==> config.mk <==
export PLATFORM = sky130hd
export DESIGN_NAME = cursor_image_2bpp_packer_unit
export DESIGN_NICKNAME = d
export VERILOG_FILES = /design/src/rtl/core/cip_pkg.sv /design/src/rtl/core/cursor_image_2bpp_packer_unit.sv /design/src/rtl/core/cip_pixel_map.sv
export SDC_FILE = /design/constraint.sdc
export NUM_CORES = 1
export LEC_CHECK = 0
export BUFFER_PORTS_ARGS = -buffer_cell sky130_fd_sc_hd__buf_2
export CORE_ASPECT_RATIO = 2
export CORE_UTILIZATION = 61
export CTS_BUF_LIST = sky130_fd_sc_hd__clkbuf_8
export DETAILED_ROUTE_END_ITERATION = 10
export GPL_TIMING_DRIVEN = 0
export PLACE_DENSITY_LB_ADDON = 0.1
export SLEW_MARGIN = 10
export SYNTH_ARGS = -nofsm -noshare
export SYNTH_HDL_FRONTEND = slang
export SYNTH_SLANG_ARGS = --single-unit
==> constraint.sdc <==
create_clock -name aclk -period 13.7 [get_ports aclk]
set_input_delay 2.74 -clock aclk [delete_from_list [all_inputs] [get_ports aclk]]
set_output_delay 2.74 -clock aclk [all_outputs]
set_load 0.05 [all_outputs]
==> src/rtl/core/cip_pkg.sv <==
package cip_pkg;

    localparam int STORE_SIDE_DEFAULT = 64;

    localparam int CFG_INDEX_W = 2;
    localparam int CFG_DATA_W  = 7;
    localparam int SIZE_W      = 7;

    localparam int ADDR_W      = 10;
    localparam int CHAN_W      = 8;
    localparam int CODE_W      = 2;

    localparam int S_TDATA_W   = 40;
    localparam int M_TDATA_W   = 24;

    localparam logic [CHAN_W-1:0] ALPHA_LIMIT = 8'd128;
    localparam logic [9:0]        BRIGHT_SUM  = 10'd387;

    typedef enum logic [CFG_INDEX_W-1:0] {
        CFG_SOURCE_FORMAT = 2'd0,
        CFG_IMAGE_WIDTH   = 2'd1,
        CFG_IMAGE_HEIGHT  = 2'd2
    } cfg_index_t;

    typedef enum logic {
        FMT_MASK = 1'b0,
        FMT_ARGB = 1'b1
    } source_format_t;

    typedef enum logic [CODE_W-1:0] {
        CODE_TRANSPARENT = 2'd0,
        CODE_LIGHT       = 2'd1,
        CODE_DARK        = 2'd2
    } pixel_code_t;

    typedef struct packed {
        logic              and_bit;
        logic              xor_bit;
        logic [CHAN_W-1:0] alpha;
        logic [CHAN_W-1:0] red;
        logic [CHAN_W-1:0] green;
        logic [CHAN_W-1:0] blue;
    } pixel_t;

endpackage

==> src/rtl/core/cursor_image_2bpp_packer_unit.sv <==
// Cursor image packer: source pixels in, 2-bit-per-pixel cursor store bytes out.
// s_* channel: one pixel word per handshake, raster order, rows of image_width
//   pixels, image_height rows. No framing is needed; the block counts.
// m_* channel: one word per four pixels of a row and one at each row end,
//   carrying the store byte offset and the packed byte; m_tlast marks the
//   byte that holds the final pixel of the image. Partial bytes are zero-padded.
// cfg_* channel: register writes (0 source format, 1 width, 2 height), always
//   ready. Any write to a known register restarts the image at row 0, column 0.
//   Write only while no pixel is in flight.
// A pixel and its byte (if any) pass through one input register, then the
//   mapping and packing logic, then the output register. Throughput: one
//   pixel per cycle, as long as m_tready keeps up.
// When the receiver stalls, the output word holds and s_tready drops once the
//   input register is also full; nothing is lost or repeated.
// Reset (aresetn low, synchronous) empties both registers, clears counters and
//   the packing byte, and restores mask format with a 64 x 64 image size.
module cursor_image_2bpp_packer_unit
    import cip_pkg::*;
#(
    parameter int STORE_SIDE = STORE_SIDE_DEFAULT
) (
    input  logic                   aclk,
    input  logic                   aresetn,

    input  logic                   s_tvalid,
    output logic                   s_tready,
    // and_bit, xor_bit, alpha[7:0], red[7:0], green[7:0], blue[7:0], zero pad
    input  logic [S_TDATA_W-1:0]   s_tdata,

    output logic                   m_tvalid,
    input  logic                   m_tready,
    // byte_address[9:0], byte_value[7:0], zero pad
    output logic [M_TDATA_W-1:0]   m_tdata,
    output logic                   m_tlast,   // image_done

    input  logic                   cfg_valid,
    output logic                   cfg_ready,
    input  logic [CFG_INDEX_W-1:0] cfg_index,
    input  logic [CFG_DATA_W-1:0]  cfg_data
);

    localparam int CNT_W     = $clog2(STORE_SIDE);
    localparam int SIDE_W    = $clog2(STORE_SIDE + 1);
    localparam int CMP_W     = (SIDE_W > SIZE_W) ? SIDE_W : SIZE_W;
    localparam int ROW_BYTES = STORE_SIDE / 4;
    localparam int PROD_W    = CNT_W + $clog2(ROW_BYTES + 1);
    localparam int SUM_W     = (PROD_W + 1 > ADDR_W) ? PROD_W + 1 : ADDR_W;

    // configuration
    source_format_t    source_format_reg;
    logic [SIZE_W-1:0] image_width_reg;
    logic [SIZE_W-1:0] image_height_reg;
    logic              cfg_write;
    logic              cfg_known;

    // input stage
    logic              in_valid_reg;
    pixel_t            in_pixel_reg;

    // image position and packing
    logic [CNT_W-1:0]  column_count_reg, column_count_next;
    logic [CNT_W-1:0]  row_count_reg, row_count_next;
    logic [7:0]        pack_acc_reg, pack_acc_next;

    // output stage
    logic              m_valid_reg, m_valid_next;
    logic [ADDR_W-1:0] m_addr_reg;
    logic [7:0]        m_byte_reg;
    logic              m_done_reg;

    logic              out_free;
    logic              step;
    logic [CODE_W-1:0] code;
    logic [SIDE_W-1:0] width_eff;
    logic [SIDE_W-1:0] height_eff;
    logic [CNT_W-1:0]  col;
    logic [CNT_W-1:0]  row;
    logic [7:0]        acc_merged;
    logic              row_end;
    logic              last_pixel;
    logic              emit;
    logic [SUM_W-1:0]  addr_full;

    function automatic logic [SIDE_W-1:0] clamp_side(input logic [SIZE_W-1:0] v);
        logic [SIDE_W-1:0] r;
        if (v == '0) begin
            r = SIDE_W'(1);
        end else if (CMP_W'(v) > CMP_W'(STORE_SIDE)) begin
            r = SIDE_W'(STORE_SIDE);
        end else begin
            r = SIDE_W'(v);
        end
        return r;
    endfunction

    assign cfg_ready = 1'b1;
    assign cfg_write = cfg_valid && cfg_ready;
    assign cfg_known = (cfg_index == CFG_SOURCE_FORMAT) || (cfg_index == CFG_IMAGE_WIDTH)
                    || (cfg_index == CFG_IMAGE_HEIGHT);

    assign out_free = !m_valid_reg || m_tready;
    assign s_tready = !in_valid_reg || out_free;
    assign step     = in_valid_reg && out_free;

    cip_pixel_map u_pixel_map (
        .source_format (source_format_reg),
        .pixel         (in_pixel_reg),
        .code          (code)
    );

    always_comb begin
        width_eff  = clamp_side(image_width_reg);
        height_eff = clamp_side(image_height_reg);

        // keep the position inside the image
        col = ((CNT_W + 1)'(column_count_reg) >= (CNT_W + 1)'(width_eff))
            ? '0 : column_count_reg;
        row = ((CNT_W + 1)'(row_count_reg) >= (CNT_W + 1)'(height_eff))
            ? '0 : row_count_reg;

        acc_merged = pack_acc_reg | (8'(code) << {col[1:0], 1'b0});
        row_end    = ((CNT_W + 1)'(col) + (CNT_W + 1)'(1)) == (CNT_W + 1)'(width_eff);
        last_pixel = row_end
                  && (((CNT_W + 1)'(row) + (CNT_W + 1)'(1)) == (CNT_W + 1)'(height_eff));
        emit       = (col[1:0] == 2'b11) || row_end;
        addr_full  = SUM_W'(row) * SUM_W'(ROW_BYTES) + SUM_W'(col >> 2);

        column_count_next = column_count_reg;
        row_count_next    = row_count_reg;
        pack_acc_next     = pack_acc_reg;
        m_valid_next      = m_valid_reg && !m_tready;

        if (cfg_write && cfg_known) begin
            column_count_next = '0;
            row_count_next    = '0;
            pack_acc_next     = '0;
        end else if (step) begin
            pack_acc_next = emit ? 8'd0 : acc_merged;
            m_valid_next  = emit;
            if (row_end) begin
                column_count_next = '0;
                row_count_next    = last_pixel ? '0 : CNT_W'(row + CNT_W'(1));
            end else begin
                column_count_next = CNT_W'(col + CNT_W'(1));
                row_count_next    = row;
            end
        end
    end

    always_ff @(posedge aclk) begin
        if (!aresetn) begin
            source_format_reg <= FMT_MASK;
            image_width_reg   <= SIZE_W'(64);
            image_height_reg  <= SIZE_W'(64);
        end else if (cfg_write) begin
            case (cfg_index)
                CFG_SOURCE_FORMAT: source_format_reg <= source_format_t'(cfg_data[0]);
                CFG_IMAGE_WIDTH:   image_width_reg   <= cfg_data;
                CFG_IMAGE_HEIGHT:  image_height_reg  <= cfg_data;
                default: ;
            endcase
        end
    end

    always_ff @(posedge aclk) begin
        if (!aresetn) begin
            in_valid_reg     <= 1'b0;
            m_valid_reg      <= 1'b0;
            column_count_reg <= '0;
            row_count_reg    <= '0;
            pack_acc_reg     <= '0;
        end else begin
            if (s_tready) begin
                in_valid_reg <= s_tvalid;
            end
            m_valid_reg      <= m_valid_next;
            column_count_reg <= column_count_next;
            row_count_reg    <= row_count_next;
            pack_acc_reg     <= pack_acc_next;
        end
    end

    // payload registers
    always_ff @(posedge aclk) begin
        if (s_tready && s_tvalid) begin
            in_pixel_reg.and_bit <= s_tdata[0];
            in_pixel_reg.xor_bit <= s_tdata[1];
            in_pixel_reg.alpha   <= s_tdata[9:2];
            in_pixel_reg.red     <= s_tdata[17:10];
            in_pixel_reg.green   <= s_tdata[25:18];
            in_pixel_reg.blue    <= s_tdata[33:26];
        end
        if (step && emit) begin
            m_addr_reg <= addr_full[ADDR_W-1:0];
            m_byte_reg <= acc_merged;
            m_done_reg <= last_pixel;
        end
    end

    assign m_tvalid = m_valid_reg;
    assign m_tdata  = {6'd0, m_byte_reg, m_addr_reg};
    assign m_tlast  = m_done_reg;

endmodule

==> src/rtl/core/cip_pixel_map.sv <==
module cip_pixel_map
    import cip_pkg::*;
(
    input  source_format_t    source_format,
    input  pixel_t            pixel,
    output logic [CODE_W-1:0] code
);

    logic [9:0] rgb_sum;

    assign rgb_sum = 10'(pixel.red) + 10'(pixel.green) + 10'(pixel.blue);

    always_comb begin
        case (source_format)
            FMT_MASK: begin
                if (!pixel.and_bit) begin
                    code = pixel.xor_bit ? CODE_LIGHT : CODE_DARK;
                end else begin
                    code = pixel.xor_bit ? CODE_DARK : CODE_TRANSPARENT;
                end
            end
            FMT_ARGB: begin
                // at or below half alpha the pixel is see-through
                if (pixel.alpha <= ALPHA_LIMIT) begin
                    code = CODE_TRANSPARENT;
                end else if (rgb_sum >= BRIGHT_SUM) begin
                    code = CODE_LIGHT;
                end else begin
                    code = CODE_DARK;
                end
            end
            default: code = CODE_TRANSPARENT;
        endcase
    end

endmodule

; After elaboration in Yosys (flattened, before gate mapping)
; Cells that the tools add are included.
[word_totals]
ff_bits = 90
word_cells = 78
in_bits = 54
out_inout_bits = 28
[classes]
reduce_logical = 21
n_lt_le_gt_ge = 6
addsub = 7
n_bitwise = 3
eq_ne = 5
shifts = 1
mux = 18
[ops]
columns = op, count
row1 = 6-bit 2-to-1 mux, 5
row2 = 7-bit 2-to-1 mux, 4
row3 = 6-bit by 1-bit adder with 7-bit output (second input constant), 2
row4 = 7-bit == test, 2
row5 = 6-bit by 7-bit >= comparator with 1-bit output, 2
row6 = 7-bit greater-than comparator (second input constant), 2
row7 = 7-bit logical NOT, 2
row8 = 6-bit by 1-bit adder with 6-bit output (second input constant), 2
row9 = 10-bit by 4-bit adder with 10-bit output, 1
row10 = 10-bit by 8-bit adder with 10-bit output, 1
row11 = 10-bit by 9-bit >= comparator with 1-bit output (second input constant), 1
row12 = 2-bit 2-to-1 mux, 5
row13 = 8-bit by 8-bit adder with 9-bit output, 1
row14 = 8-bit less-or-equal comparator (second input constant), 1
row15 = 8-bit 2-to-1 mux, 1
row16 = 8-bit OR, 1
row17 = 2-bit by 3-bit << shifter with 8-bit output, 1
row18 = 1-bit logical AND, 6
row19 = 2-bit AND reduction, 3
row20 = 1-bit logical OR, 5
row21 = 2-bit == test (second input constant), 2
row22 = 2-bit one-hot mux with 2 select lines, 1
row23 = 1-bit logical NOT, 3
row24 = 2-bit by 1-bit == test with 1-bit output (second input constant), 1
row25 = other kinds (4), 6

; Depth between registers and ports, before layout
; Gate-level depths: netlist of run 1.
[logic_depth]
ltp_word = 10
mapped_depth = 21
mapped_depth_nobuf = 19

; By module
; From an unflattened synthesis of run 1, not the netlist that was laid out.
[unflattened]
hier_cells = 488
hier_area_um2 = 5123.7
[by_module_without_submodules]
columns = mod, cells_each, seq_area_each_um2, area_per_inst_um2, instances
row1 = cursor_image_2bpp_packer_unit, 387, 2332.2, 4334.2, 1
row2 = cip_pixel_map, 101, 0.0, 789.5, 1

; Worst setup path before layout of run 1
; No wires, ideal clock.
[synth_path]
kind = input port to output port
start = input port m_tready
end = output port s_tready
path_slack_ps = 7670
cell_stages = 2
t_required_ps = 10960
t_arrival_ps = 3290
n_path_buf = 0
cell_sequence = nor2b_1 > nand2_1
[synth_between]
elab_chain_cells = 2
[synth_lines]
columns = item, line
row1 = start: declaration, cursor_image_2bpp_packer_unit.sv:31  ; input logic m_tready,
row2 = 1-bit logical OR, cursor_image_2bpp_packer_unit.sv:101  ; assign out_free = !m_valid_reg || m_tready;
row3 = 1-bit logical OR, cursor_image_2bpp_packer_unit.sv:102  ; assign s_tready = !in_valid_reg || out_free;
row4 = end: declaration, cursor_image_2bpp_packer_unit.sv:26  ; output logic s_tready,
; Every way passes these cells.

; Worst setup path after layout of run 1
; Same ends and word-level chain as after synthesis.

==> results.toml, run 1 <==
[setup_path]
reg2reg_depth = 21
path_delay_family = "simple AND/OR/NAND/NOR gates"
crit_path_end_kind = "output port"
cp_cell_sequence = "buf_2 > nor2b_1 > nand2_1 > buf_2"
critical_path.slowest_cell = "nor2b_1"
worstSetupStartpointType = "input port"
slowest_delay_ns = 0.26
cp_data_required_time_ns = 10.96
worstPathArrival_ns = 3.45
critPathMostFrequentCell = "buf_2"
worstReg2RegStart = "image_width_reg[3]"
crit_type = "input port to output port"
reg2reg_slack_ns = 8.46
crit_cells = 4
crit_fanout = 5
r2r-end = "pack_acc_reg[2]"
path_buf_inv = 2

[global_route]
grt_max_degree = 35
grt_first_pass_wirelength_um = 19000
grt_usage_pct = 28.6
grt.overflow.total = 0
grt_pass1_vias = 4185
antenna_found_initial = 0

[die]
die_h_um = 133
start_util_pct = 63.2
die_width_um = 67.5
num_io_pins = 82
die-area_um2 = 8980
rows = 47
coreArea_um2 = 8290

[layout]
largest_register_ffs = 34
design_area_um2 = 5900
finalNetCount = 678
syn2layout_area_growth_pct = 12.7
finish.utilization_pct = 71.2
antenna_cells = 0
fin_cells = 693
layout-drive-gt1-share_pct = 19.5

[placement]
place_area_um2 = 5710
portBuffers = 67
post-place-ws_ns = 7.51
dp.cells = 677
post-dp-hpwl_um = 9610
gp_congestion = 0.898

[clocking]
cts_resized = 0
post_cts_buffers = 0
numCtsBuffers = 9
clk_pin_slew_ns = 0.08
clock_path_buffers = 2
cts_max_level = 3
clk_latency_ns = 0.36
hold_buffers = 0
clock-sinks = 90
cts_tree = "built"
root_buffer = "clkbuf_8"

[drt]
first_iter_violations = 253
wl_met3_um = 456
finalWirelength_um = 12100
wl_per_cell_um = 17.4
vias = 4087
wl_met1_um = 4120
drc_errors = 0
wl_met2_um = 6990
ant_nets = 0
top_layer = "met4"
viasPerCell = 5.90
first_pass_iters = 5

[sta]
setup_viol = 0
fin_setup_tns_ns = 0
tightest_slew_ns = 1.18
slew_violations = 0
fmax_mhz = 162
hold_ws_ns = 0.526
final_hold_viol_count = 0
final.period_utilization_pct = 45.2
fin_ws_ns = 7.51
fin_skew_ns = 0.00685
period_needed_ns = 6.19
rsz0062_at_grt = "no"
slew_headroom_pct = 21.4

[min_path]
min_from = "pack_acc_reg[3]"
holdCritPathClass = "flip-flop to flip-flop"
holdPathStages = 1
min_to = "m_byte_reg[3]"

[logic_synthesis]
synth_commonest_cells = "53 x edfxtp_1, 37 x dfxtp_1, 36 x a21oi_1, 32 x ha_1, 32 x nand2_1"
synth_top_area_share_pct = 30.4
synth_warnings = 0
async_flop_share_pct = 0
ys_ff_latch = 90
ys_types = 76
synth_area_leader_cell = "edfxtp_1"
synth_area_leaders = "edfxtp_1 30%, dfxtp_1 14%, ha_1 7.6%"
synth_edf_count = 53
synth_area_per_cell_um2 = 10.3
synth_most_common_cell = "edfxtp_1"
yosysSeqAreaShare_pct = 44.5
synth_area_um2 = 5240
synth_cells = 507
postSynth.topFlopCell = "edfxtp_1"

[flow_run]
cap_violations = 0

[power]
power_leakage_nw = 2.46
total_power_mw = 0.584
vdd_drop_max_v = 0.0000708
power_density_nw_per_um2 = 98.9

[run_status]
status = "finished, final reports clean"
-- cell families after synthesis --
group,synth area share [%]
AOI/OAI and AO/OA,18.3
buffers and inverters,3.75
xor gates and xnor gates,3.87
adders and majority gates,8.41
muxes,3.44
DFF,44.5
other,0.143
and+or+nand+nor,17.5
-- worst max-delay path by stage --
stage / slack (ns) / to / start
2_1_floorplan: 7.67 / s_tready / m_tready
3_3_place_gp: 7.54 / s_tready / m_tready
3_5_place_dp: 7.51 / s_tready / m_tready
4_1_cts: 7.51 / s_tready / m_tready
5_1_grt: 7.45 / s_tready / m_tready
6_report: 7.51 / s_tready / m_tready
-- per-layer routing --
| metal | vias up | track usage, % |
|---|---|---|
| li1 | 2021 | - |
| met1 | 1938 | 25.4 |
| met2 | 96 | 53.0 |
| met3 | 32 | 6.03 |
| met4 | 0 | 19.3 |
| met5 | - | 0 |
-- placed cells by master, fill, tap and decap left out, types with 3 or more instances in the layout --
cell type | netlist | layout
a21oi_1 | 36 | 36
clkinv_1 | 1 | 3
dfxtp_1 | 37 | 37
and3_1 | 5 | 5
buf_4 | 9 | 9
a21o_1 | 12 | 12
o31ai_1 | 3 | 3
and2_1 | 13 | 12
nand2_1 | 32 | 32
clkbuf_8 | 0 | 9
nand3_1 | 22 | 22
a31oi_1 | 5 | 5
nand3b_1 | 7 | 7
o21ai_1 | 3 | 3
buf_2 | 1 | 68
o21ai_0 | 13 | 13
edfxtp_1 | 53 | 53
a22o_1 | 4 | 4
xnor2_1 | 14 | 14
a21oi_2 | 3 | 3
o21bai_1 | 6 | 6
nor2b_1 | 23 | 23
inv_1 | 20 | 22
nand4_1 | 4 | 4
nor2_1 | 31 | 31
ha_1 | 32 | 32
nor3_1 | 9 | 9
mux2i_1 | 18 | 18
or3_1 | 3 | 3
a211oi_1 | 4 | 4
nand2b_1 | 12 | 12
o211ai_1 | 5 | 5
xor2_1 | 6 | 6
conb_1 | 2 | 7
clkbuf_1 | 7 | 7
-- report_power, final --
part           internal, mW  switching [mW]
Combinational        0.0445          0.0656
Sequential            0.294         0.00475
Clock                0.0825          0.0923
Total                 0.421           0.163
-- cell type report --
cell class / instances / area (um^2)
multi-input cells: 381 / 2730
fillers: 648 / 2390
flip-flops and latches: 90 / 2330
repair buffers: 67 / 335
clock buffers: 9 / 124
well taps: 98 / 123
plain buffers: 20 / 118
inverters: 21 / 78.8
clock inverters: 7 / 62.6
Note: power is estimated with default switching activity, not from simulation.
==> run 2, diff against run 1 <==
--- a/config.mk
+++ b/config.mk
@@ -5,9 +5,10 @@
 export SDC_FILE = /design/constraint.sdc
 export NUM_CORES = 1
 export LEC_CHECK = 0
+export ABC_AREA = 1
 export BUFFER_PORTS_ARGS = -buffer_cell sky130_fd_sc_hd__buf_2
 export CORE_ASPECT_RATIO = 2
-export CORE_UTILIZATION = 61
+export CORE_UTILIZATION = 53
 export CTS_BUF_LIST = sky130_fd_sc_hd__clkbuf_8
 export DETAILED_ROUTE_END_ITERATION = 10
 export GPL_TIMING_DRIVEN = 0
==> constraint.sdc (replaced) <==
create_clock -name aclk -period 5.3 [get_ports aclk]
set_input_delay 1.06 -clock aclk [delete_from_list [all_inputs] [get_ports aclk]]
set_output_delay 1.06 -clock aclk [all_outputs]
set_load 0.05 [all_outputs]
==> run 2 against run 1 <==
Highest routed layer unchanged. Critical path depth is 17 higher. Register-to-register slack worse by 7.5 ns. Combinational power increased to 2.6 times the previous value. Via count is 5.6% higher. Largest power group unchanged. The flow now finishes with violations (design-rule violations).
==> results.toml, run 2 <==
[run_status]
status = "finished with violations"
violations = "design-rule violations"

[logic_synthesis]
synth_area_leaders = "edfxtp_1 31%, dfxtp_1 15%, nand2_1 10%"
synth_cells = 612
synth_edf_count = 53
synth_warnings = 0
yosysSeqAreaShare_pct = 46.0
synth_area_um2 = 5070
postSynth.topFlopCell = "edfxtp_1"
synth_commonest_cells = "137 x nand2_1, 81 x inv_1, 58 x nor2_1, 55 x nand3_1, 53 x edfxtp_1"
synth_area_per_cell_um2 = 8.29
synth_top_area_share_pct = 31.4
async_flop_share_pct = 0
synth_area_leader_cell = "edfxtp_1"
ys_types = 36
synth_most_common_cell = "nand2_1"
ys_ff_latch = 90

[sta]
fin_setup_tns_ns = 0
period_needed_ns = 4.35
slew_violations = 0
tightest_slew_ns = 0.773
final.period_utilization_pct = 82.0
fin_skew_ns = 0.00950
hold_ws_ns = 0.477
rsz0062_at_grt = "no"
final_hold_viol_count = 0
slew_headroom_pct = 48.0
fmax_mhz = 230
setup_viol = 0

[setup_path]
cp_cell_sequence = "inv_1 > nand2_1 > o21ai_0 > ha_1 > nand2_1 > inv_1 > nand3_1 > nand3_4 > nor2_4 > ha_1 > inv_1 > o21ai_1 > nand3b_1 > nand2_1 > nand3_1 > nor2_2 > nand2_2 > buf_6 > nand2_4 > nand2_4 > inv_1"
crit_type = "flip-flop to flip-flop"
critPathMostFrequentCell = "inv_1"
crit_fanout = 19
cp_data_required_time_ns = 5.30
worstSetupStartpointType = "flip-flop"
crit_path_end_kind = "flip-flop"
critical_path.slowest_cell = "inv_1"
slowest_delay_ns = 0.57
worstPathArrival_ns = 4.35

[global_route]
grt_max_degree = 35
grt_usage_pct = 24.6
antenna_found_initial = 0
grt_first_pass_wirelength_um = 19000
grt_pass1_vias = 4241
grt.overflow.total = 0

[power]
power.internal_mw = 1.14
vdd_drop_max_v = 0.000183
p_sw_mw = 0.457
power_density_nw_per_um2 = 276
pwr-share-comb_pct = 18.1
total_power_mw = 1.60
p_seq_share_pct = 48.5
power.share.switching_pct = 28.6
power_leakage_nw = 2.72
clkPwrFrac_pct = 33.4

[clocking]
numCtsBuffers = 9
hold_buffers = 0
cts_resized = 0
clock_path_buffers = 2
clk_latency_ns = 0.37
clock-sinks = 90
root_buffer = "clkbuf_8"
cts_tree = "built"
cts_max_level = 3
clk_pin_slew_ns = 0.09
post_cts_buffers = 0

[layout]
finalNetCount = 784
syn2layout_area_growth_pct = 14.1
mostFrequentLayoutCells = "137 x nand2_1, 80 x inv_1, 69 x buf_2, 58 x nor2_1, 55 x nand3_1"
final_common_cell = "nand2_1"
design_area_um2 = 5790
layout-drive-gt1-share_pct = 16.8
largest_register_ffs = 34
antenna_cells = 0

[drt]
finalWirelength_um = 11700
vias = 4316
first_iter_violations = 164
ant_nets = 0
drc_errors = 5
wl_per_cell_um = 14.5
first_pass_iters = 7
viasPerCell = 5.36

[die]
die_width_um = 71.2
num_io_pins = 82
start_util_pct = 54.4
die_h_um = 140
die-area_um2 = 9990
coreArea_um2 = 9320
rows = 50

[flow_run]
cap_violations = 0

[placement]
gp_congestion = 0.882
post-dp-hpwl_um = 9480
place_area_um2 = 5560
portBuffers = 68

[min_path]
holdCritPathClass = "flip-flop to flip-flop"
-- run 2: cell type report --
cell class / count / area, um^2
Inverter: 84 / 315
Tap cell: 104 / 130
Multi-Input combinational cell: 430 / 2360
Buffer: 13 / 83.8
Sequential cell: 90 / 2330
Clock inverter: 7 / 100
Fill cell: 829 / 3530
Clock buffer: 9 / 124
Timing Repair Buffer: 68 / 340
-- run 2: path summary, 6_finish.rpt --
path / depth (start not counted) / slack, ns / to / startpoint
hold / removal: 2 / 0.48 / pack_acc_reg[5] / pack_acc_reg[5]
setup reg to reg: 21 / 0.95 / m_addr_reg[1] / image_width_reg[6]
setup / recovery: 21 / 0.95 / m_addr_reg[1] / image_width_reg[6]
hold reg to reg: 2 / 0.48 / pack_acc_reg[5] / pack_acc_reg[5]
-- run 2: cells by family (layout without fill, tap and decap cells) --
group                    Yosys count  after routing  share of synthesized area, %
other                              2              7                         0.148
AND/OR/NAND/NOR                  289            289                          25.5
AO/OA/AOI/OAI                     86             86                          9.45
buffers and inverters             97            181                          7.87
XOR/XNOR                          14             14                          2.42
flip-flops                        90             90                          46.0
adder cells (fa/ha/maj)           34             34                          8.68
-- run 2: through the flow --
stage          worst slack, ns  cells  utilization (%)
3_3_place_gp              1.03    789             59.7
6_report                 0.954    805             62.1
5_1_grt                  0.625    805             62.1
3_5_place_dp             0.926    789             59.7
4_1_cts                  0.917    805             62.1
2_1_floorplan             1.74    617                -
-- run 2: layer usage --
layer,up-vias,global-route usage (%),part of all wire (%)
li1,2193,-,-
met3,37,3.38,2.5
met5,-,0,0
met2,95,48.7,58
met1,1991,23.5,35
met4,0,12.8,4.2
-- run 2: power groups by stage --
stage / Sequential [mW] / Clock [mW] / Combinational [mW]
global placement: 0.791 / 0 / 0.283
CTS: 0.776 / 0.541 / 0.292
finish: 0.775 / 0.534 / 0.290
floorplan: 0.789 / 0 / 0.214
global route: 0.778 / 0.563 / 0.329
detailed placement: 0.792 / 0 / 0.291
-- run 2: critical path: cells and delay by family, from the launching register on --
kind | cells | cell delay, ns
AO/OA/AOI/OAI | 2 | 0.50
adder cells (fa/ha/maj) | 2 | 0.62
buffers and inverters | 5 | 1.11
flip-flops | 1 | 0.40
AND/OR/NAND/NOR | 12 | 1.35
==> run 3, diff against run 2 <==
--- a/config.mk
+++ b/config.mk
@@ -8,7 +8,7 @@
 export ABC_AREA = 1
 export BUFFER_PORTS_ARGS = -buffer_cell sky130_fd_sc_hd__buf_2
 export CORE_ASPECT_RATIO = 2
-export CORE_UTILIZATION = 53
+export CORE_UTILIZATION = 59
 export CTS_BUF_LIST = sky130_fd_sc_hd__clkbuf_8
 export DETAILED_ROUTE_END_ITERATION = 10
 export GPL_TIMING_DRIVEN = 0
==> constraint.sdc (replaced) <==
create_clock -name aclk -period 4.3 [get_ports aclk]
set_input_delay 0.86 -clock aclk [delete_from_list [all_inputs] [get_ports aclk]]
set_output_delay 0.86 -clock aclk [all_outputs]
set_load 0.05 [all_outputs]
==> run 3 against run 2 <==
Setup slack got worse by 0.61 ns. Flip-flop and latch count unchanged. Clock skew grew 0.0022 ns. The run now ends clean. Critical endpoint is now m_tlast. Sequential share of layout area unchanged. Global-route usage rose by 3.6 points. Clock power grew 14%.
==> results.toml, run 3 (same netlist as run 2, synthesis figures left out) <==
[layout]
mostFrequentLayoutCells = "137 x nand2_1, 79 x inv_1, 69 x buf_2, 58 x nor2_1, 55 x nand3_1"
largest_register_ffs = 34
syn2layout_area_growth_pct = 14.1
fill_cells = 702
layout-drive-gt1-share_pct = 17.1
antenna_cells = 0
final_common_cell = "nand2_1"
finalNetCount = 785
design_area_um2 = 5790

[global_route]
grt_pass1_vias = 4342
antenna_found_initial = 0
grt_first_pass_wirelength_um = 18800
grt_usage_pct = 28.3
grt_max_degree = 35
grt.overflow.total = 0

[sta]
fin_setup_tns_ns = 0
tightest_slew_ns = 0.751
fin_skew_ns = 0.0117
final.period_utilization_pct = 92.0
hold_ws_ns = 0.474
slew_headroom_pct = 49.5
fmax_mhz = 253
rsz0062_at_grt = "no"
final_hold_viol_count = 0
slew_violations = 0
period_needed_ns = 3.95
setup_viol = 0

[power]
p_sw_mw = 0.574
power.share.switching_pct = 29.8
power_leakage_nw = 2.70
power.internal_mw = 1.35
p_seq_share_pct = 49.6
pwr-share-comb_pct = 18.9
power_density_nw_per_um2 = 333
vdd_drop_max_v = 0.000233
total_power_mw = 1.93
clkPwrFrac_pct = 31.5

[die]
die_h_um = 133
num_io_pins = 82
rows = 47
die-area_um2 = 9000
coreArea_um2 = 8290
start_util_pct = 61.2
die_width_um = 67.6

[drt]
wl_per_cell_um = 14.9
vias = 4388
finalWirelength_um = 11900
viasPerCell = 5.49
first_iter_violations = 256
ant_nets = 0
first_pass_iters = 5
drc_errors = 0

[setup_path]
crit_type = "flip-flop to flip-flop"
path_buf_inv = 6
slowest_delay_ns = 0.39
crit_path_end_kind = "flip-flop"
worstPathArrival_ns = 4.04
crit_fanout = 19
worstSetupStartpointType = "flip-flop"
critical_path.slowest_cell = "dfxtp_1"
path_delay_family = "simple AND/OR/NAND/NOR gates"
cp_data_required_time_ns = 4.39
cp_cell_sequence = "inv_1 > nand2_1 > o21ai_0 > ha_1 > nand2_1 > inv_1 > nand3_1 > nand3_4 > nor2_4 > ha_1 > inv_1 > o21ai_1 > nand3b_1 > nand2_1 > nand3_1 > nor2_2 > nand2_2 > buf_6 > nand2_4 > nand2_4 > clkinvlp_4 > buf_12"

[clocking]
clock-sinks = 90
cts_max_level = 3
clk_latency_ns = 0.38
numCtsBuffers = 9
root_buffer = "clkbuf_8"
clock_path_buffers = 2
clk_pin_slew_ns = 0.10
cts_tree = "built"

[placement]
gp_congestion = 0.911
portBuffers = 68
post-dp-hpwl_um = 9530
place_area_um2 = 5560

[flow_run]
cap_violations = 0

[min_path]
holdCritPathClass = "flip-flop to flip-flop"

[run_status]
status = "finished, final reports clean"
==> run 3: layout make-up <==
type                    count  area (um^2)  area share, %
plain buffers              13         83.8           1.45
clock buffers               9          124           2.14
clock inverters             7         83.8           1.45
inverters                  84          319           5.51
multi-input cells         430         2360           40.8
flip-flops and latches     90         2330           40.3
well taps                  98          123           2.12
repair buffers             69          360           6.23
==> run 3: routing by layer <==
layer / GRT usage [%] / part of all wire [%] / wire (um)
met5: 0 / 0 / 0
met4: 13.7 / 3.8 / 451
met3: 5.91 / 3.7 / 447
met2: 55.0 / 58 / 6960
met1: 25.1 / 34 / 4090
==> run 3: final timing paths <==
path / slack, ns / start / depth (start not counted) / endpoint
hold / removal: 0.47 / image_height_reg[5] / 2 / image_height_reg[5]
setup / recovery: 0.35 / image_width_reg[6] / 22 / m_tlast
hold reg to reg: 0.47 / image_height_reg[5] / 2 / image_height_reg[5]
setup reg to reg: 0.35 / image_width_reg[6] / 22 / m_tlast
==> run 3: power groups by stage <==
stage	Combinational [mW]	Clock (mW)	Sequential, mW
after floorplan	0.264	0	0.972
after CTS	0.361	0.615	0.957
final	0.365	0.607	0.956
after global routing	0.409	0.652	0.960
after global placement	0.342	0	0.974
after detailed placement	0.358	0	0.976
==> run 3: worst register-to-register path: cells and delay by family, from the launching register on <==
kind                     cells  cell delay (ns)
AND/OR/NAND/NOR             12             1.39
buffers and inverters        6             0.79
flip-flops                   1             0.39
AO/OA/AOI/OAI                2             0.48
adder cells (fa/ha/maj)      2             0.61
==> run 3: stage by stage <==
step	std cells	util (%)	setup WS, ns
after floorplan	617	-	0.736
after global placement	783	67.0	0.112
after detailed placement	783	67.0	0.00336
after CTS	799	69.5	0.205
after global routing	800	69.8	0.000781
final	800	69.8	0.346
==> run 3: timing repair <==
item | in CTS | in global routing
cloned | 0 | 0
setup buffers | 0 | 1
setup endpoints to repair | 19 | 26
gates resized for setup | 1 | 1
hold buffers | 0 | 0
